===== config.mk =====
export PLATFORM = sky130hd
export DESIGN_NAME = sapd_apb_regs
export DESIGN_NICKNAME = d
export VERILOG_FILES = /design/src/steering_angle_pid_drive_macros.svh /design/src/sapd_pkg.sv /design/src/sapd_apb_regs.sv
export SDC_FILE = /design/constraint.sdc
export NUM_CORES = 1
export LEC_CHECK = 0
export BUFFER_PORTS_ARGS = -buffer_cell sky130_fd_sc_hd__buf_2
export CORE_ASPECT_RATIO = 2
export CORE_UTILIZATION = 54
export DETAILED_ROUTE_END_ITERATION = 8
export PLACE_DENSITY = 0.88
export SKIP_LAST_GASP = 1
export SYNTH_ARGS = -nofsm -noshare
export SYNTH_HDL_FRONTEND = slang
export SYNTH_SLANG_ARGS = --single-unit

===== constraint.sdc =====
create_clock -name i_clk -period 3.4 [get_ports i_clk]
set_clock_uncertainty 0.05 [all_clocks]
set_input_delay 0.17 -clock i_clk [delete_from_list [all_inputs] [get_ports i_clk]]
set_output_delay 0.17 -clock i_clk [all_outputs]
set_load 0.05 [all_outputs]

===== src/steering_angle_pid_drive_macros.svh =====
// Assertion macros shared by the steering angle PID drive modules.
// The modules that use them name their clock i_clk and their reset i_rst_n.
`ifndef STEERING_ANGLE_PID_DRIVE_MACROS_SVH
`define STEERING_ANGLE_PID_DRIVE_MACROS_SVH

`ifndef NO_ASSERTIONS

`define SAPD_ASSERT_IMPL(label, ante, cons, msg) \
    label: assert property (@(posedge i_clk) disable iff (!i_rst_n) (ante) |-> (cons)) \
        else $error(msg);

`define SAPD_ASSERT_NEXT(label, ante, cons, msg) \
    label: assert property (@(posedge i_clk) disable iff (!i_rst_n) (ante) |=> (cons)) \
        else $error(msg);

`else

`define SAPD_ASSERT_IMPL(label, ante, cons, msg)

`define SAPD_ASSERT_NEXT(label, ante, cons, msg)

`endif

`endif


===== src/sapd_pkg.sv =====
package sapd_pkg;

    localparam int LO_W     = 8;
    localparam int HI_W     = 8;
    localparam int TGT_W    = 17;
    localparam int ANGLE_W  = 17;
    localparam int ERR_W    = 18;
    localparam int DERIV_W  = 19;
    localparam int SUM_W    = 40;
    localparam int SPLIT_W  = 20;
    localparam int GAIN_W   = 24;
    localparam int TRQ_W    = 16;
    localparam int CTR_W    = 16;
    localparam int DRIVE_W  = 18;
    localparam int ACC_W    = 64;
    localparam int FRAC_W   = 8;
    localparam int ADDR_W   = 5;
    localparam int DATA_W   = 32;

    localparam logic [HI_W-1:0] HIGH_THRESH = 8'd21;

    localparam logic signed [SUM_W-1:0] SUM_MAX = {1'b0, {(SUM_W-1){1'b1}}};
    localparam logic signed [SUM_W-1:0] SUM_MIN = {1'b1, {(SUM_W-1){1'b0}}};

    localparam logic signed [GAIN_W-1:0] GAIN_PROP_RST  = 24'sd2560;
    localparam logic signed [GAIN_W-1:0] GAIN_INTEG_RST = 24'sd0;
    localparam logic signed [GAIN_W-1:0] GAIN_DERIV_RST = 24'sd0;
    localparam logic signed [TRQ_W-1:0]  TRQ_UPPER_RST  = 16'sd400;
    localparam logic signed [TRQ_W-1:0]  TRQ_LOWER_RST  = -16'sd400;
    localparam logic [CTR_W-1:0]         CENTER_RST     = 16'd3088;

    typedef enum logic [2:0] {
        REG_GAIN_PROP    = 3'd0,
        REG_GAIN_INTEG   = 3'd1,
        REG_GAIN_DERIV   = 3'd2,
        REG_TORQUE_UPPER = 3'd3,
        REG_TORQUE_LOWER = 3'd4,
        REG_DRIVE_CENTER = 3'd5
    } t_reg_idx;

    typedef struct packed {
        logic [GAIN_W-1:0] gain_prop;
        logic [GAIN_W-1:0] gain_integ;
        logic [GAIN_W-1:0] gain_deriv;
        logic [TRQ_W-1:0]  torque_upper;
        logic [TRQ_W-1:0]  torque_lower;
        logic [CTR_W-1:0]  drive_center;
    } t_cfg;

    // Terms of one PID step handed from the front end to the multiply stages.
    typedef struct packed {
        logic [ERR_W-1:0]   error;
        logic [ANGLE_W-1:0] angle;
        logic [SUM_W-1:0]   sum;
        logic [DERIV_W-1:0] deriv;
    } t_pid_term;

endpackage


===== src/sapd_apb_regs.sv =====
module sapd_apb_regs (
    input  logic                          i_clk,
    input  logic                          i_rst_n,
    input  logic                          psel,
    input  logic                          penable,
    input  logic                          pwrite,
    input  logic [sapd_pkg::ADDR_W-1:0]   paddr,
    input  logic [sapd_pkg::DATA_W-1:0]   pwdata,
    output logic [sapd_pkg::DATA_W-1:0]   prdata,
    output logic                          pready,
    output sapd_pkg::t_cfg                o_cfg
);
    import sapd_pkg::*;

    t_cfg     r_cfg;
    t_reg_idx w_idx;
    logic     w_wr;

    assign pready = 1'b1;
    assign w_idx  = t_reg_idx'(paddr[ADDR_W-1:2]);
    assign w_wr   = psel && penable && pwrite;
    assign o_cfg  = r_cfg;

    always_ff @(posedge i_clk) begin
        if (!i_rst_n) begin
            r_cfg.gain_prop    <= GAIN_PROP_RST;
            r_cfg.gain_integ   <= GAIN_INTEG_RST;
            r_cfg.gain_deriv   <= GAIN_DERIV_RST;
            r_cfg.torque_upper <= TRQ_UPPER_RST;
            r_cfg.torque_lower <= TRQ_LOWER_RST;
            r_cfg.drive_center <= CENTER_RST;
        end else if (w_wr) begin
            case (w_idx)
                REG_GAIN_PROP:    r_cfg.gain_prop    <= pwdata[GAIN_W-1:0];
                REG_GAIN_INTEG:   r_cfg.gain_integ   <= pwdata[GAIN_W-1:0];
                REG_GAIN_DERIV:   r_cfg.gain_deriv   <= pwdata[GAIN_W-1:0];
                REG_TORQUE_UPPER: r_cfg.torque_upper <= pwdata[TRQ_W-1:0];
                REG_TORQUE_LOWER: r_cfg.torque_lower <= pwdata[TRQ_W-1:0];
                REG_DRIVE_CENTER: r_cfg.drive_center <= pwdata[CTR_W-1:0];
                default: begin
                end
            endcase
        end
    end

    // Signed registers read back sign-extended.
    always_comb begin
        case (w_idx)
            REG_GAIN_PROP:
                prdata = {{(DATA_W-GAIN_W){r_cfg.gain_prop[GAIN_W-1]}}, r_cfg.gain_prop};
            REG_GAIN_INTEG:
                prdata = {{(DATA_W-GAIN_W){r_cfg.gain_integ[GAIN_W-1]}}, r_cfg.gain_integ};
            REG_GAIN_DERIV:
                prdata = {{(DATA_W-GAIN_W){r_cfg.gain_deriv[GAIN_W-1]}}, r_cfg.gain_deriv};
            REG_TORQUE_UPPER:
                prdata = {{(DATA_W-TRQ_W){r_cfg.torque_upper[TRQ_W-1]}}, r_cfg.torque_upper};
            REG_TORQUE_LOWER:
                prdata = {{(DATA_W-TRQ_W){r_cfg.torque_lower[TRQ_W-1]}}, r_cfg.torque_lower};
            REG_DRIVE_CENTER:
                prdata = {{(DATA_W-CTR_W){1'b0}}, r_cfg.drive_center};
            default:
                prdata = '0;
        endcase
    end

endmodule


**Word-level counts from Yosys, hierarchy flattened**

Cells that the tools add are included.

- Register bits after elaboration: 120
- Input bits: 42
- Output and inout bits: 153
- Word-level logic and storage cells: 21

- Equal/unequal tests: 5
- Mux-type cells: 1
- Reductions and logical operators: 9

Operator list:

| cell | count |
|---|---|
| case mux 32 bit (6 select lines) | 1 |
| AND reduction 2 bit | 6 |
| == test 3 x 2 -> 1 bit (second input constant) | 2 |
| == test 3 bit (second input constant) | 2 |
| == test 3 x 1 -> 1 bit (second input constant) | 1 |
| zero test 3 bit | 1 |
| logical AND 1 bit | 2 |

**Longest topological paths before layout**

- Depth after elaboration: 3
- Gate-level depth with buffers: 6
- Depth with buffers taken out: 3

**Least setup slack after synthesis**

No wires, ideal clock.

- Kind: input to output
- From: input port paddr[4] in the netlist's numbering
- To: output port prdata[24] in the netlist's numbering
- Data arrival time: 2,331 ps
- Required time: 3,180 ps
- Slack: 849 ps
- Stages on the path: 6
- Path buffers: 3
- Path through: buf_2 > clkinv_1 > clkbuf_1 > nand2_1 > o221ai_1 > buf_4

- Longest elaborated chain between the ends: 2
- Elaborated cells on any way between the ends: 7
- Classes of those cells: 5 x eq/ne; 1 x mux; 1 x reduce/logical

RTL lines:

| what | line | source |
|---|---|---|
| start, declared | sapd_apb_regs.sv:7 | `input logic [sapd_pkg::ADDR_W-1:0] paddr,` |
| == test 3 bit, or another cell as far along | sapd_apb_regs.sv:48 | `case (w_idx)` |
| case mux 32 bit (6 select lines) (*) | sapd_apb_regs.sv:48 |  |
| end, declared | sapd_apb_regs.sv:9 | `output logic [sapd_pkg::DATA_W-1:0] prdata,` |

Mark *: on every way between the ends. The rest lies on a longest branch, timed or not.

**Final worst setup path**

- From: input port paddr[2] in the netlist's numbering
- To: output port prdata[28] in the netlist's numbering

Same word-level chain as after synthesis.

==> results.json <==
{
  "outcome": "finished, violations left",
  "violations": "DRC",
  "postSynthAreaPerCell_um2": 9.554,
  "globalplace.congestion": 0.8804,
  "period_share": 0.7031,
  "syn_inst": 580,
  "post_cts_buffers": 0,
  "relSlewSlack": 0.2259,
  "die_w_um": 73.63,
  "routed_wl_um": 17140,
  "cts_buffers": 17,
  "io_pins": 195,
  "largest_reg_flops": 120,
  "yosysTopAreaCellShare": 0.4335,
  "coreArea_um2": 10020,
  "die_h_um": 145.3,
  "insertedDiodeCount": 0,
  "hold_viol": 0,
  "cap_violations": 0,
  "cts-resized-gates": 0,
  "rows": 52,
  "ys_ff_latch": 120,
  "ys_top_cells_by_count": "nand2_1, mux2i_1, dfxtp_1",
  "yosysUniqueCellTypes": 35,
  "cts_max_path_buffers": 2,
  "rsz0062_at_grt": "false",
  "wl_per_cell_um": 19.35,
  "dieArea_um2": 10700,
  "port-buffer-count": 183,
  "grt_remaining_overflow": 0,
  "final.setup.tns_ns": 0,
  "yosysTopAreaCell": "dfxtp_1",
  "ys_warn_count": 0,
  "start_util": 0.5531,
  "tightest_slew_ns": 1.160,
  "drcViolationCount": 1,
  "critPathLaunchType": "primary input",
  "antenna_left": 0,
  "synth-edff-count": 0,
  "setup_viol": 0,
  "num-fill-cells": 774,
  "final_nets": 782,
  "htreeDepth": 4,
  "drive_above_1_share": 0.3356,
  "min_period_ns": 2.390,
  "first_iter_violations": 329,
  "required_ns": 3.18,
  "clock_sinks": 120,
  "multi_input_area_um2": 2790,
  "critPathCaptureType": "output pin",
  "synth.most_common_cell": "nand2_1",
  "grt_pass1_vias": 5207,
  "clk_pin_slew_ns": 0.06,
  "slew_violations": 0,
  "via_per_inst": 5.852,
  "dp_hpwl_um": 11840,
  "ys.flop_type": "dfxtp_1",
  "firstDrtPassIters": 7,
  "synth-seq-area-share": 0.4335,
  "power_density_nw_per_um2": 500.8,
  "path_class": "in -> out",
  "areaGrowthSynthToFinish_pct": 26.48,
  "synthArstFlopShare": 0,
  "min-delay-path-class": "in -> reg",
  "synth_top_cells_by_area": "dfxtp_1, mux2i_1, nand2_1",
  "cts.root.buffer_cell": "clkbuf_16",
  "path_max_fanout": 27,
  "whs_ns": 0.004097,
  "cellLeakagePower_nw": 3.218,
  "clk_latency_ns": 0.41,
  "grt_pass1_wl_um": 26160,
  "holdBufCountCts": 0,
  "vdd_ir_drop_max_v": 0.0004705,
  "dr_total_vias": 5185,
  "cts_tree": "built",
  "grt_use_total": 0.3265,
  "syn_area_um2": 5542,
  "max_freq_ghz": 0.4183,
  "final-seq-area_um2": 2402,
  "antenna_found_initial": 0,
  "grt_max_degree": 124,
  "syn_nets": 622,
  "finalCoreUtilization": 0.6996,
  "cp.arrival_ns": 2.17
}
==> per-stage QoR <==
step / instances / total power, mW / setup WS (ns) / area [um2]
6_report: 886 / 3.510 / 1.010 / 7009
5_1_grt: 886 / 3.594 / 0.9098 / 7009
4_1_cts: 886 / 3.515 / 1.017 / 7009
3_5_place_dp: 856 / 1.790 / 1.006 / 6439
3_3_place_gp: 856 / 1.782 / 1.074 / 6439
2_1_floorplan: 580 / 1.703 / 0.8491 / 5542
==> report_power, final <==
part	total (mW)	leakage [nW]	internal, mW	switching, mW
logic	0.336	1.97	0.0848	0.251
clock network	1.75	0.280	1.12	0.626
registers	1.43	0.968	1.42	0.00947
total	3.51	3.22	2.62	0.887
==> cell usage in the layout, fill, tap and decap left out, types with 3 or more instances in the layout <==
cell type / Yosys / final
buf_2: 11 / 182
nand2_1: 137 / 137
mux2i_1: 127 / 127
dfxtp_1: 120 / 120
o21ai_0: 28 / 28
mux2_2: 19 / 19
clkbuf_16: 0 / 17
a22oi_1: 14 / 14
o311ai_0: 13 / 13
buf_4: 12 / 13
inv_1: 12 / 12
o221ai_1: 10 / 10
o211ai_1: 6 / 6
clkinv_2: 0 / 5
a2bb2oi_1: 4 / 4
nand2b_1: 3 / 3
nor2b_1: 3 / 3
or2_1: 3 / 3
o22a_1: 3 / 3
nor2_4: 1 / 3
clkbuf_8: 0 / 3
==> worst paths after layout <==
check,from,to,slack (ns),depth (start not counted)
setup reg to reg,o_cfg[27]$_SDFFE_PN1P_,o_cfg[27]$_SDFFE_PN1P_,2.56,2
hold / removal,pwdata[21],o_cfg[93]$_SDFFE_PN0P_,0.004,3
hold reg to reg,o_cfg[54]$_SDFFE_PN0P_,o_cfg[54]$_SDFFE_PN0P_,0.41,2
setup / recovery,paddr[2],prdata[28],1.01,4
==> area by class of cell <==
type                            count  share of cell area
Multi-Input combinational cell    392              0.3981
Sequential cell                   120              0.3427
Timing Repair Buffer              196              0.1467
Clock buffer                       21             0.06712
Tap cell                          135             0.02410
Clock inverter                      9             0.01428
Inverter                           13            0.006962
==> metal layers <==
| metal | GRT usage | wire (um) | vias to the layer above |
|---|---|---|---|
| met5 | 0 | 0 | - |
| met4 | 0.2279 | 904 | 0 |
| met2 | 0.5725 | 9137 | 266 |
| li1 | - | - | 2351 |
| met1 | 0.3258 | 6066 | 2500 |
| met3 | 0.06944 | 1034 | 68 |
==> kinds of logic (layout without fill, tap and decap cells) <==
logic type	after synthesis	after routing	synth area share
other cells	1	1	0.0006767
flops	120	120	0.4335
mux	146	146	0.2680
buf+inv	68	239	0.06480
simple gates	160	160	0.1224
compound gates	85	85	0.1106
==> critical path, cell delays in order <==
cell      delay [ns]
buf_2           0.51
nand2b_1        0.53
o221ai_1        0.58
buf_2           0.36
Power figures use the tool's default switching activity.
