==> src/steering_angle_pid_drive_macros.svh <==
// Assertion macros shared by the steering angle PID drive modules.
// The modules that use them name their clock i_clk and their reset i_rst_n.
`ifndef STEERING_ANGLE_PID_DRIVE_MACROS_SVH
`define STEERING_ANGLE_PID_DRIVE_MACROS_SVH

`ifndef NO_ASSERTIONS

`define SAPD_ASSERT_IMPL(label, ante, cons, msg) \
    label: assert property (@(posedge i_clk) disable iff (!i_rst_n) (ante) |-> (cons)) \
        else $error(msg);

`define SAPD_ASSERT_NEXT(label, ante, cons, msg) \
    label: assert property (@(posedge i_clk) disable iff (!i_rst_n) (ante) |=> (cons)) \
        else $error(msg);

`else

`define SAPD_ASSERT_IMPL(label, ante, cons, msg)

`define SAPD_ASSERT_NEXT(label, ante, cons, msg)

`endif

`endif

==> src/sapd_pkg.sv <==
package sapd_pkg;

    localparam int LO_W     = 8;
    localparam int HI_W     = 8;
    localparam int TGT_W    = 17;
    localparam int ANGLE_W  = 17;
    localparam int ERR_W    = 18;
    localparam int DERIV_W  = 19;
    localparam int SUM_W    = 40;
    localparam int SPLIT_W  = 20;
    localparam int GAIN_W   = 24;
    localparam int TRQ_W    = 16;
    localparam int CTR_W    = 16;
    localparam int DRIVE_W  = 18;
    localparam int ACC_W    = 64;
    localparam int FRAC_W   = 8;
    localparam int ADDR_W   = 5;
    localparam int DATA_W   = 32;

    localparam logic [HI_W-1:0] HIGH_THRESH = 8'd21;

    localparam logic signed [SUM_W-1:0] SUM_MAX = {1'b0, {(SUM_W-1){1'b1}}};
    localparam logic signed [SUM_W-1:0] SUM_MIN = {1'b1, {(SUM_W-1){1'b0}}};

    localparam logic signed [GAIN_W-1:0] GAIN_PROP_RST  = 24'sd2560;
    localparam logic signed [GAIN_W-1:0] GAIN_INTEG_RST = 24'sd0;
    localparam logic signed [GAIN_W-1:0] GAIN_DERIV_RST = 24'sd0;
    localparam logic signed [TRQ_W-1:0]  TRQ_UPPER_RST  = 16'sd400;
    localparam logic signed [TRQ_W-1:0]  TRQ_LOWER_RST  = -16'sd400;
    localparam logic [CTR_W-1:0]         CENTER_RST     = 16'd3088;

    typedef enum logic [2:0] {
        REG_GAIN_PROP    = 3'd0,
        REG_GAIN_INTEG   = 3'd1,
        REG_GAIN_DERIV   = 3'd2,
        REG_TORQUE_UPPER = 3'd3,
        REG_TORQUE_LOWER = 3'd4,
        REG_DRIVE_CENTER = 3'd5
    } t_reg_idx;

    typedef struct packed {
        logic [GAIN_W-1:0] gain_prop;
        logic [GAIN_W-1:0] gain_integ;
        logic [GAIN_W-1:0] gain_deriv;
        logic [TRQ_W-1:0]  torque_upper;
        logic [TRQ_W-1:0]  torque_lower;
        logic [CTR_W-1:0]  drive_center;
    } t_cfg;

    // Terms of one PID step handed from the front end to the multiply stages.
    typedef struct packed {
        logic [ERR_W-1:0]   error;
        logic [ANGLE_W-1:0] angle;
        logic [SUM_W-1:0]   sum;
        logic [DERIV_W-1:0] deriv;
    } t_pid_term;

endpackage

==> src/sapd_if.sv <==
interface sapd_in_if;
    import sapd_pkg::*;

    logic                     valid;
    logic                     ready;
    logic [LO_W-1:0]          low_byte;
    logic [HI_W-1:0]          high_byte;
    logic signed [TGT_W-1:0]  target_tenths;

    modport source (output valid, low_byte, high_byte, target_tenths, input ready);
    modport sink   (input valid, low_byte, high_byte, target_tenths, output ready);
endinterface


==> src/sapd_front.sv <==
`include "steering_angle_pid_drive_macros.svh"

module sapd_front (
    input  logic                i_clk,
    input  logic                i_rst_n,
    sapd_in_if.sink             i_in,
    output logic                o_valid,
    input  logic                i_ready,
    output sapd_pkg::t_pid_term o_term
);
    import sapd_pkg::*;

    typedef struct packed {
        logic [ERR_W-1:0]   error;
        logic [ANGLE_W-1:0] angle;
    } t_meas;

    logic                      r_v0;
    logic                      r_v1;
    logic                      r_v2;
    logic [LO_W-1:0]           r_lo;
    logic [HI_W-1:0]           r_hi;
    logic signed [TGT_W-1:0]   r_target;
    t_meas                     r_s1;
    t_pid_term                 r_s2;
    logic signed [SUM_W-1:0]   r_sum;
    logic signed [ERR_W-1:0]   r_prev_error;

    logic                      w_rdy0;
    logic                      w_rdy1;
    logic                      w_rdy2;
    logic                      w_s1_fire;

    logic                      n_pos;
    logic [HI_W-1:0]           n_sel_hi;
    logic [LO_W-1:0]           n_sel_lo;
    logic [ANGLE_W-1:0]        n_mag;
    logic signed [ANGLE_W-1:0] n_angle;
    logic signed [ERR_W-1:0]   n_error;
    logic signed [SUM_W:0]     n_sum_wide;
    logic signed [SUM_W-1:0]   n_sum;
    logic signed [DERIV_W-1:0] n_deriv;

    assign w_rdy2     = !r_v2 || i_ready;
    assign w_rdy1     = !r_v1 || w_rdy2;
    assign w_rdy0     = !r_v0 || w_rdy1;
    assign w_s1_fire  = r_v1 && w_rdy2;
    assign i_in.ready = w_rdy0;
    assign o_valid    = r_v2;
    assign o_term     = r_s2;

    // Angle decode. For the positive encoding 255 - x is just ~x on a byte,
    // and both branches share one x*255 = (x << 8) - x.
    always_comb begin
        n_pos    = r_hi > HIGH_THRESH;
        n_sel_hi = n_pos ? ~r_hi : r_hi;
        n_sel_lo = n_pos ? ~r_lo : r_lo;
        n_mag    = {1'b0, n_sel_hi, {LO_W{1'b0}}}
                   - {{(ANGLE_W-HI_W){1'b0}}, n_sel_hi}
                   + {{(ANGLE_W-LO_W){1'b0}}, n_sel_lo};
        n_angle  = n_pos ? $signed(n_mag) : -$signed(n_mag);
        n_error  = {r_target[TGT_W-1], r_target} - {n_angle[ANGLE_W-1], n_angle};
    end

    // Integrator with saturation, and the difference to the previous error.
    always_comb begin
        n_sum_wide = {r_sum[SUM_W-1], r_sum}
                     + {{(SUM_W+1-ERR_W){r_s1.error[ERR_W-1]}}, r_s1.error};
        if (n_sum_wide[SUM_W] != n_sum_wide[SUM_W-1]) begin
            n_sum = n_sum_wide[SUM_W] ? SUM_MIN : SUM_MAX;
        end else begin
            n_sum = n_sum_wide[SUM_W-1:0];
        end
        n_deriv = {r_s1.error[ERR_W-1], r_s1.error} - {r_prev_error[ERR_W-1], r_prev_error};
    end

    always_ff @(posedge i_clk) begin
        if (!i_rst_n) begin
            r_v0         <= 1'b0;
            r_v1         <= 1'b0;
            r_v2         <= 1'b0;
            r_sum        <= '0;
            r_prev_error <= '0;
        end else begin
            if (w_rdy0) begin
                r_v0 <= i_in.valid;
            end
            if (w_rdy1) begin
                r_v1 <= r_v0;
            end
            if (w_rdy2) begin
                r_v2 <= r_v1;
            end
            if (w_s1_fire) begin
                r_sum        <= n_sum;
                r_prev_error <= $signed(r_s1.error);
            end
        end
    end

    always_ff @(posedge i_clk) begin
        if (w_rdy0 && i_in.valid) begin
            r_lo     <= i_in.low_byte;
            r_hi     <= i_in.high_byte;
            r_target <= i_in.target_tenths;
        end
        if (w_rdy1 && r_v0) begin
            r_s1.error <= n_error;
            r_s1.angle <= n_angle;
        end
        if (w_s1_fire) begin
            r_s2.error <= r_s1.error;
            r_s2.angle <= r_s1.angle;
            r_s2.sum   <= n_sum;
            r_s2.deriv <= n_deriv;
        end
    end

    `SAPD_ASSERT_NEXT(a_prev_error_tracks, w_s1_fire, r_prev_error == $signed($past(r_s1.error)), "previous error does not follow the retired transaction")
    `SAPD_ASSERT_NEXT(a_sum_holds_max, w_s1_fire && r_sum == SUM_MAX && !r_s1.error[ERR_W-1], r_sum == SUM_MAX, "saturated error sum left its upper bound")
    `SAPD_ASSERT_NEXT(a_sum_matches_term, w_s1_fire, r_s2.sum == r_sum, "forwarded error sum differs from the integrator")

endmodule

==> src/flat_wrapper.sv <==
// flat-port wrapper written by rule: the top's interface ports become plain ports
module sapd_front_flat import sapd_pkg::*;
  (i_clk, i_rst_n, o_valid, i_ready, o_term, i_in_valid, i_in_low_byte, i_in_high_byte, i_in_target_tenths, i_in_ready);
  sapd_in_if i_in_i ();
  input  logic i_clk;
  input  logic i_rst_n;
  output logic o_valid;
  input  logic i_ready;
  output sapd_pkg::t_pid_term o_term;
  input wire logic [$bits(i_in_i.valid)-1:0] i_in_valid;
  input wire logic [$bits(i_in_i.low_byte)-1:0] i_in_low_byte;
  input wire logic [$bits(i_in_i.high_byte)-1:0] i_in_high_byte;
  input wire logic [$bits(i_in_i.target_tenths)-1:0] i_in_target_tenths;
  output wire logic [$bits(i_in_i.ready)-1:0] i_in_ready;
  assign i_in_i.valid = i_in_valid;
  assign i_in_i.low_byte = i_in_low_byte;
  assign i_in_i.high_byte = i_in_high_byte;
  assign i_in_i.target_tenths = i_in_target_tenths;
  assign i_in_ready = i_in_i.ready;
  sapd_front u_core (.i_clk(i_clk), .i_rst_n(i_rst_n), .i_in(i_in_i), .o_valid(o_valid), .i_ready(i_ready), .o_term(o_term));
endmodule
==> config.mk <==
export PLATFORM = sky130hd
export DESIGN_NAME = sapd_front_flat
export DESIGN_NICKNAME = d
export VERILOG_FILES = /design/src/sapd_pkg.sv /design/src/sapd_if.sv /design/src/sapd_front.sv /design/src/flat_wrapper.sv
export VERILOG_INCLUDE_DIRS = /design/src /design/src/src
export SDC_FILE = /design/constraint.sdc
export NUM_CORES = 1
export LEC_CHECK = 0
export ABC_CLOCK_PERIOD_IN_PS = 7000
export BUFFER_PORTS_ARGS = -buffer_cell sky130_fd_sc_hd__buf_2
export CAP_MARGIN = 20
export CORE_MARGIN = 2
export CORE_UTILIZATION = 48
export CTS_CLUSTER_DIAMETER = 30
export DETAILED_ROUTE_END_ITERATION = 7
export GPL_ROUTABILITY_DRIVEN = 0
export PLACE_DENSITY = 0.67
export SLEW_MARGIN = 40
export SYNTH_ARGS = -nofsm -noshare
export SYNTH_HDL_FRONTEND = slang
export SYNTH_SLANG_ARGS = --single-unit
export TNS_END_PERCENT = 20
==> constraint.sdc <==
create_clock -name i_clk -period 7 [get_ports i_clk]
set_input_delay 1.4 -clock i_clk [delete_from_list [all_inputs] [get_ports i_clk]]
set_output_delay 1.4 -clock i_clk [all_outputs]
set_load 0.02 [all_outputs]
# Yosys cells after proc, flatten, opt, wreduce, memory -nomap -nowiden
# Index checks and enable logic that the tools add are counted.
[totals]
in_bits = 37
regBits = 223
[op_classes]
mux = 5
magnitude_cmp = 1
bitwise = 2
addsub = 6
n_eq_ne = 1
n_reduce_logical = 9
[ops]
columns = ["op", "n"]
rows = [
  ["2-to-1 mux 40 bit", 2],
  ["adder 40 x 18 -> 41 bit", 1],
  ["subtractor 18 x 18 -> 19 bit", 1],
  ["subtractor 17 x 17 -> 18 bit", 1],
  ["adder 17 x 8 -> 17 bit", 1],
  ["2-to-1 mux 17 bit", 1],
  ["negator 17 bit", 1],
  ["subtractor 16 x 8 -> 17 bit", 1],
  ["2-to-1 mux 8 bit", 2],
  ["inverter 8 bit", 2],
  ["> comparator 8 x 5 -> 1 bit (second input constant)", 1],
  ["logical AND 1 bit", 3],
  ["logical NOT 1 bit", 3],
  ["logical OR 1 bit", 3],
  ["!= test 1 bit", 1],
]

# Logic depth before layout (Yosys ltp)
# Gate-level depths: netlist (run 1).
[depth]
word_depth = 7
mapped_depth = 27
depth_no_buf = 26

# Worst setup path after synthesis (run 1)
# Ideal clock, no wire load.
[synth_path]
path_kind = "input port to flip-flop"
start = "input port i_ready"
end = "register u_core.r_sum[13]"
slack_ns = 1.834
t_arrival_ns = 5.084
setup_time_ns = 0.081
t_required_ns = 6.919
stages = 7
cell_sequence = "nor2b_1 nand2b_1 clkbuf_1 clkinv_1 clkbuf_1 o21ai_0 a21oi_1"
[synth_via]
elab_chain_cells = 2
[synth_lines]
columns = ["element", "line", "source"]
rows = [
  ["start: declaration", "flat_wrapper.sv:8", "input logic i_ready;"],
  ["logical OR 1 bit", "sapd_front.sv:44", "assign w_rdy2 = !r_v2 || i_ready;"],
  ["logical AND 1 bit", "sapd_front.sv:47", "assign w_s1_fire = r_v1 && w_rdy2;"],
  ["via u_core.w_s1_fire", "sapd_front.sv:32", "logic w_s1_fire;"],
  ["end signal: assignment", "sapd_front.sv:95", "r_sum <= n_sum;"],
  ["end: declaration", "sapd_front.sv:26", "logic signed [SUM_W-1:0] r_sum;"],
]
# The timed path passes the listed nets, and every way through them passes these cells.
# A chain may end at the register's enable or synchronous reset.

# Worst setup path in the final report (run 1)
[layout_path]
start = "register u_core.r_hi[6]"
end = "register u_core.r_s1[32] (netlist bit) (data pin)"
[layout_via]
elab_chain_cells = 7
word_cells_on_any_way = 9
[layout_lines]
columns = ["element", "line", "source"]
rows = [
  ["start: declaration", "sapd_front.sv:22", "logic [HI_W-1:0] r_hi;"],
  ["start signal: assignment", "sapd_front.sv:104", "r_hi <= i_in.high_byte;"],
  ["> comparator 8 x 5 -> 1 bit or inverter 8 bit (tied branches)", "sapd_front.sv:55, sapd_front.sv:56", ""],
  ["2-to-1 mux 8 bit", "sapd_front.sv:56", "n_sel_hi = n_pos ? ~r_hi : r_hi;"],
  ["subtractor 16 x 8 -> 17 bit", "sapd_front.sv:59", "- {{(ANGLE_W-HI_W){1'b0}}, n_sel_hi}"],
  ["adder 17 x 8 -> 17 bit", "sapd_front.sv:60", "+ {{(ANGLE_W-LO_W){1'b0}}, n_sel_lo};"],
  ["negator 17 bit", "sapd_front.sv:61", "n_angle = n_pos ? $signed(n_mag) : -$signed(n_mag);"],
  ["2-to-1 mux 17 bit (*)", "sapd_front.sv:61", ""],
  ["via u_core.n_angle[8]", "sapd_front.sv:38", "logic signed [ANGLE_W-1:0] n_angle;"],
  ["subtractor 17 x 17 -> 18 bit (*)", "sapd_front.sv:62", "n_error = {r_target[TGT_W-1], r_target} - {n_angle[ANGLE_W-1], n_angle};"],
  ["via u_core.n_error[15]", "sapd_front.sv:39", "logic signed [ERR_W-1:0] n_error;"],
  ["end: declaration", "sapd_front.sv:24", "t_meas r_s1;"],
]
# The timed path passes the listed nets; every way through them passes the cells marked *.

==> results.md, run 1 <==
- CTS max path bufs: 3
- VDD IR max: 0.000208 V
- Final worst slack: around 1.2 ns
- Critical path origin: u_core.r_hi[6]
- Max FO, Critical Path: 18
- Full die area: 0.0273 mm^2
- Reg2Reg Depth: 22
- Hold Buf Count CTS: 0
- Pleak: 0.00626 uW
- Post-Synthesis Cells: 1229
- Grt ovf: 0
- Max Slew Vio Count: 0
- Core area: 0.0253 mm^2
- Vert. Die Dim: 165 um
- Max stage delay cell, worst path: edfxtp_1
- Die Wd: 165 um
- Fin crit share: 0.833
- R2r setup slk: between 1 and 1.5 ns
- Initial antenna violation count: 0
- Max-Cap Viols: 0
- Buf/Inv on CP: 2
- Critical Path End Type: register
- Top cell type's share of synthesized area: 0.391
- FF-to-FF End: u_core.r_s1[32]
- Area after DPL: 0.0135 mm^2
- Final Hold Vio Count: 0
- Type of the most critical hold path: register to register
- Final Skew: 0.0140 ns
- Hpwl dp: 19.8 mm
- Post-layout minimum cycle time: approximately 6 ns
- Root Driver: clkbuf_16
- Status: finished, final reports clean
- Clk_lat worst skew: 0.53 ns
- Post-CTS resize count: 0
- Area contributors post-synth: edfxtp_1, dfxtp_1, ha_1
- Cell with the most instances after synthesis: edfxtp_1
- H-tree Lvls: 2
- Critical path depth: 22
- Design area: approximately 0.015 mm^2
- Antenna cells: 0
- Slowest stage delay, CP: 0.56 ns
- Worst-path clk slew: 0.05 ns
- Fillers: about 2200
- Post-synth ARST share: 0
- Post-synth net total: 1344
- Avg Synthesized Cell Area: 10.1 um^2
- WP data required: 7.27 ns
- Largest net degree at the start of global routing: 64
- Post-CTS Setup Repair Bufs: 0
- CTS tree: yes
- Final core utilization: 0.592
- Initial core utilization: 0.492
- Layout cells sized above 1: 0.175
- Setup-violating endpoint count in the final report: 0
- Slew HR: 0.479
- Post-Synthesis Cell Area: ~0.012 mm^2
- First DRT Iteration DRCs: 528
- CP top delay family: compound AO/OA/AOI/OAI gates
- Worst setup path endpoint: u_core.r_s1[32]
- Pre-CTS WS: roughly 1.2 ns
- Post-synth EDFFs: between 150 and 200
- Synth cell types: a little over 80
- #FFs+latches synth: roughly 220
- Synth Flop Type: edfxtp_1
- Drc violations: 0
- IO Pins: between 100 and 150
- Leading area contributor after synthesis: edfxtp_1
- Worst-margin pin slew: 0.781 ns
- CTS Buf Count: 46
- First-pass detailed-route iteration total: 5
- Crit path launch type: register
- Worst path cell trace: or3_4 -> a21oi_4 -> o21a_1 -> ha_1 -> a211o_1 -> a21oi_1 -> xnor2_1 -> o221ai_2 -> nor3_1 -> nor2_1 -> o21ai_0 -> xnor2_1 -> inv_1 -> ha_1 -> and3_1 -> a211oi_1 -> inv_1 -> maj3_2 -> and2_4 -> o31ai_4 -> mux2i_1 -> nand2_1
- Setup TNS: 0 ns
- Warnings from Yosys: 0
- Antenna Nets Post-Route: 0
- Vias post-DR: around 9400
- IO Port Bufs: around 130
- Total Nets Final: 1497
- RSZ-0062 raised after global routing: no
- Peak Freq: 172 MHz
- Layout area overhead: 20.4%
- Worst r2r src: u_core.r_hi[6]
- First-pass GRT wire length: 44.2 mm
- Crit path DAT: 6.10 ns
- Sink Count: approximately 220
- Vias in the first global route: around 9000
- Register area share after synthesis: 0.489
- Commonest cells in the netlist: edfxtp_1, nand2_1, nor2_1
- Rows: between 50 and 60
- Routed len/inst: 15.9 um
- Worst Setup Path Type: register to register
- Total GRT Usage: 0.204
- Vias per cell: 5.39
- Pwr dens: 321 mW/mm^2
- Routed wire length: 27.7 mm
-- power breakdown --
group          switching [uW]  leakage (uW)  internal [uW]
Clock                     732      0.000716           1330
Sequential               81.0       0.00201           1590
Combinational             647       0.00354            431
-- routing by layer --
metal,global-route usage,part of all wire,up-vias,wire (um)
met5,0,0,-,0
met3,0.0332,0.046,67,1270
li1,-,-,4735,-
met1,0.260,0.45,4394,12500
met4,0.0743,0.031,0,846
met2,0.349,0.47,233,13100
-- sequential cells by signal, summed over array words and instances (netlist names) --
signal,cells
u_core.r_prev_error,18
u_core.o_valid,1
u_core.r_s1,35
u_core.r_sum,40
u_core.o_term,94
u_core.r_target,17
u_core.r_lo,8
u_core.r_hi,8
u_core.r_v0,1
u_core.r_v1,1
-- worst min-delay path by stage --
stage	end	slack [ns]	start	cells after the start
after global routing	u_core.o_term[59]	0.42	u_core.r_s1[0]	0
after global placement	u_core.o_term[63]	0.40	u_core.r_s1[4]	0
final	u_core.o_term[59]	0.41	u_core.r_s1[0]	0
after floorplan	u_core.o_term[59]	0.40	u_core.r_s1[0]	0
after detailed placement	u_core.o_term[59]	0.41	u_core.r_s1[0]	0
after CTS	u_core.o_term[59]	0.41	u_core.r_s1[0]	0
-- final cells by class --
| type | instances | area, um^2 | share of cell area |
|---|---|---|---|
| sequential | 223 | 6090 | 0.406 |
| tap | 330 | 413 | 0.0275 |
| inverter | 81 | 307 | 0.0204 |
| clock inverter | 36 | 340 | 0.0227 |
| clock buffer | 49 | 1160 | 0.0775 |
| multi-input combinational | 887 | 5950 | 0.397 |
| timing repair buffer | 143 | 743 | 0.0495 |
-- cells in the final DEF, fill, tap and decap left out, drive strengths merged, types with 4 or more instances in the layout --
cell        n
nand2b     17
a21oi      67
ha         75
a21boi     37
o21bai      8
o21ai      87
xnor2      47
or2         4
buf       143
maj3       30
a211oi      5
and2       10
clkinv     18
or3         5
edfxtp    162
a31oi      10
nand3      21
o31ai       6
nor2b      21
a21o       38
nor3       13
o21a       16
xor2       28
clkinvlp    7
nor4        5
o211ai      7
inv        89
mux2i       4
clkbuf     49
dfxtp      61
nand2     140
nor2      114
and3       11
-- logic make-up (layout without fill, tap and decap cells) --
| family | Yosys count | after routing | share of synthesized area |
|---|---|---|---|
| compound gates | 323 | 323 | 0.173 |
| mux | 7 | 7 | 0.00593 |
| xor+xnor | 75 | 75 | 0.0527 |
| simple gates | 374 | 374 | 0.139 |
| buf+inv | 119 | 309 | 0.0370 |
| fa+ha+maj | 108 | 108 | 0.104 |
| flops | 223 | 223 | 0.489 |
-- metrics by stage --
stage / instances / hold slack, ns / total power (uW)
3_3_place_gp: 1664 / 0.402 / 2750
6_report: 1749 / 0.408 / 4810
2_1_floorplan: 1229 / 0.400 / 2490
4_1_cts: 1749 / 0.411 / 4850
5_1_grt: 1749 / 0.416 / 5060
3_5_place_dp: 1664 / 0.405 / 2770
Power figures use the tool's default switching activity.
==> run 2: changes to the inputs <==
- ABC_CLOCK_PERIOD_IN_PS: 7000 -> 4800
- PLACE_DENSITY: 0.67 -> 0.7
- clock period: 7 -> 4.8 ns (I/O delays scaled with it)
==> results.md, run 2 (synthesized netlist as in run 1, its figures left out) <==
- Status: finished with violations
- Failing checks: setup timing
- IO Pins: 133 (unchanged)
- Final Skew: 0.0267 ns (+0.0127 ns)
- Number of flip-flops in the largest register: 94 (unchanged)
- Routed wire length: 30.8 mm (+11%)
- Slew HR: 0.478 (-0.000649)
- Clk_lat worst skew: 0.54 ns (about the same)
- Max-Cap Viols: 0 (unchanged)
- Drc violations: 0 (unchanged)
- Vias per cell: 5.42 (+0.53%)
- R2r setup slk: -0.09 ns (-1.26 ns)
- Setup-violating endpoint count in the final report: 3 (+3)
- Worst Setup Path Type: register to register
- Antenna Nets Post-Route: 0 (unchanged)
- Type of the most critical hold path: register to register
- IO Port Bufs: 132 (unchanged)
- Layout cells sized above 1: 0.255 (+0.0806)
- Most common cell after layout, fill and taps aside: edfxtp_1
- Reg2Reg Depth: 21 (-4.5%)
- Worst setup path endpoint: u_core.r_s1[32]
- CTS Buf Count: 44 (-4.3%)
- Final worst slack: -0.0869 ns (-1.26 ns)
- Vias in the first global route: 9745 (+7.6%)
- Crit path DAT: 5.17 ns (-0.93 ns)
- Finished Layout Cells: 1853 (+5.9%)
- CTS max path bufs: 3 (unchanged)
- Full die area: 0.0273 mm^2 (unchanged)
- Critical Path End Type: register
- Peak Freq: 205 MHz (+19%)
- Die Wd: 165 um (unchanged)
- Final hold slack: 0.404 ns (-0.00434 ns)
- Hpwl dp: 21.9 mm (+11%)
- Max Slew Vio Count: 0 (unchanged)
- Largest net degree at the start of global routing: 92 (+44%)
- Slowest stage delay, CP: 0.39 ns (-0.17 ns)
- Design area: 0.0160 mm^2 (+6.8%)
- Pleak: 0.00684 uW (+9.3%)
- Routed len/inst: 16.6 um (+4.7%)
- Max stage delay cell, worst path: edfxtp_1
- Vert. Die Dim: 165 um (unchanged)
- Critical path origin: u_core.r_hi[7]
- Antenna cells: 0 (unchanged)
- Total Nets Final: 1603 (+7.1%)
- Layout area overhead: 28.6%
- CTS tree: yes
- First-pass GRT wire length: 48.3 mm (+9.4%)
- Final Hold Vio Count: 0 (unchanged)
- Pre-CTS WS: -0.225 ns (-1.45 ns)
- Rows: 58 (unchanged)
- Hold Buf Count CTS: 0 (unchanged)
- Initial core utilization: 0.492 (unchanged)
- Sink Count: 223 (unchanged)
- WP data required: 5.09 ns (-2.18 ns)
- Max FO, Critical Path: 4 (-14)
- RSZ-0062 raised after global routing: yes
- Worst-margin pin slew: 0.772 ns (-0.00913 ns)
- Worst r2r src: u_core.r_hi[7]
- DP Cell Count: 1750 (+5.2%)
- Worst Hold Depth: 0 (unchanged)
- Most frequent cells in the layout: edfxtp_1, nand2_1, buf_2, buf_4, nor2_1
- Core area: 0.0253 mm^2 (unchanged)
- Root Driver: clkbuf_16
- First-pass detailed-route iteration total: 5 (unchanged)
- Total GRT Usage: 0.225 (+0.0213)
- Post-layout minimum cycle time: 4.89 ns (-0.943 ns)
- Initial antenna violation count: 0 (unchanged)
- First DRT Iteration DRCs: 647 (+23%)
- H-tree Lvls: 2 (unchanged)
- Crit path launch type: register
- Grt ovf: 0 (unchanged)
- Area after DPL: 0.0142 mm^2 (+5.4%)
- Worst path cell trace: buf_4 -> nor3_4 -> o211ai_1 -> o21a_1 -> ha_2 -> a211o_1 -> a21oi_2 -> xnor2_1 -> o221ai_4 -> or3_4 -> o21ai_2 -> xor2_1 -> ha_1 -> and3_1 -> a211oi_2 -> inv_1 -> maj3_2 -> and2_4 -> o31ai_4 -> mux2i_1 -> nand2_1
- Worst-path clk slew: 0.05 ns (about the same)
- Vias post-DR: 10000 (+6.5%)
- Total Power: 7400 uW (+54%)
- Fin crit share: 1.02 (+0.185)
- VDD IR max: 0.000301 V (+45%)
- FF-to-FF End: u_core.r_s1[32]
- Pwr dens: 462 mW/mm^2 (+44%)
==> run 2: cell count changes in the layout (fill, tap and decap cells not counted), moves of 4 or more <==
cell | before | now
o21ai_1 | 0 | 4
clkinv_1 | 7 | 0
a21oi_1 | 66 | 62
buf_4 | 11 | 115
ha_1 | 75 | 71
o21ai_0 | 86 | 80
a21oi_2 | 0 | 4
buf_12 | 0 | 4
==> run 2: through the flow <==
step	setup TNS [ns]	util
floorplan	-0.0193	-
global placement	-0.117	0.562
detailed placement	-0.742	0.562
CTS	-0.0804	0.628
global route	-1.53	0.633
finish	-0.162	0.633
==> run 2: per-layer routing <==
metal  vias up  global-route usage  part of all wire  routed length (um)
met4         0              0.0933             0.040                1220
met3        80              0.0327             0.056                1720
met1      4683               0.292              0.44               13400
met5         -                   0                 0                   0
met2       335               0.378              0.47               14400
li1       4945                   -                 -                   -
==> run 2: area by class of cell <==
cell class,instances,area (um^2)
fillers,2015,9300
clock buffers,50,1170
well taps,330,413
multi-input cells,887,6110
clock inverters,31,330
flip-flops and latches,223,6090
repair buffers,251,1600
inverters,81,307
==> run 2: what timing repair did <==
item | CTS | global route
endpoints found under the setup margin | 5 | 8
pin swaps | 11 | 16
resized for setup | 8 | 20
setup buffers | 19 | 3
==> run 2: how the worst min path moves through the flow <==
stage	to	from	slack, ns
detailed placement	u_core.o_term[64]	u_core.r_s1[5]	0.40
floorplan	u_core.o_term[59]	u_core.r_s1[0]	0.40
global route	u_core.o_term[69]	u_core.r_s1[10]	0.40
CTS	u_core.o_term[64]	u_core.r_s1[5]	0.40
global placement	u_core.o_term[64]	u_core.r_s1[5]	0.40
finish	u_core.o_term[69]	u_core.r_s1[10]	0.40
==> run 2: power by group <==
part	switching, uW	internal [uW]	leakage (uW)
logic	1090	869	0.00410
registers	107	2320	0.00201
clock network	1100	1920	0.000728
total	2290	5110	0.00684
==> run 2: critical path: cells and delay by family (launching register included) <==
family,cells,cell delay [ns]
flip-flops,1,0.39
adder cells (fa/ha/maj),3,0.80
XOR/XNOR,2,0.46
AO/OA/AOI/OAI,8,1.57
buffers and inverters,2,0.24
AND/OR/NAND/NOR,5,0.98
multiplexers,1,0.21
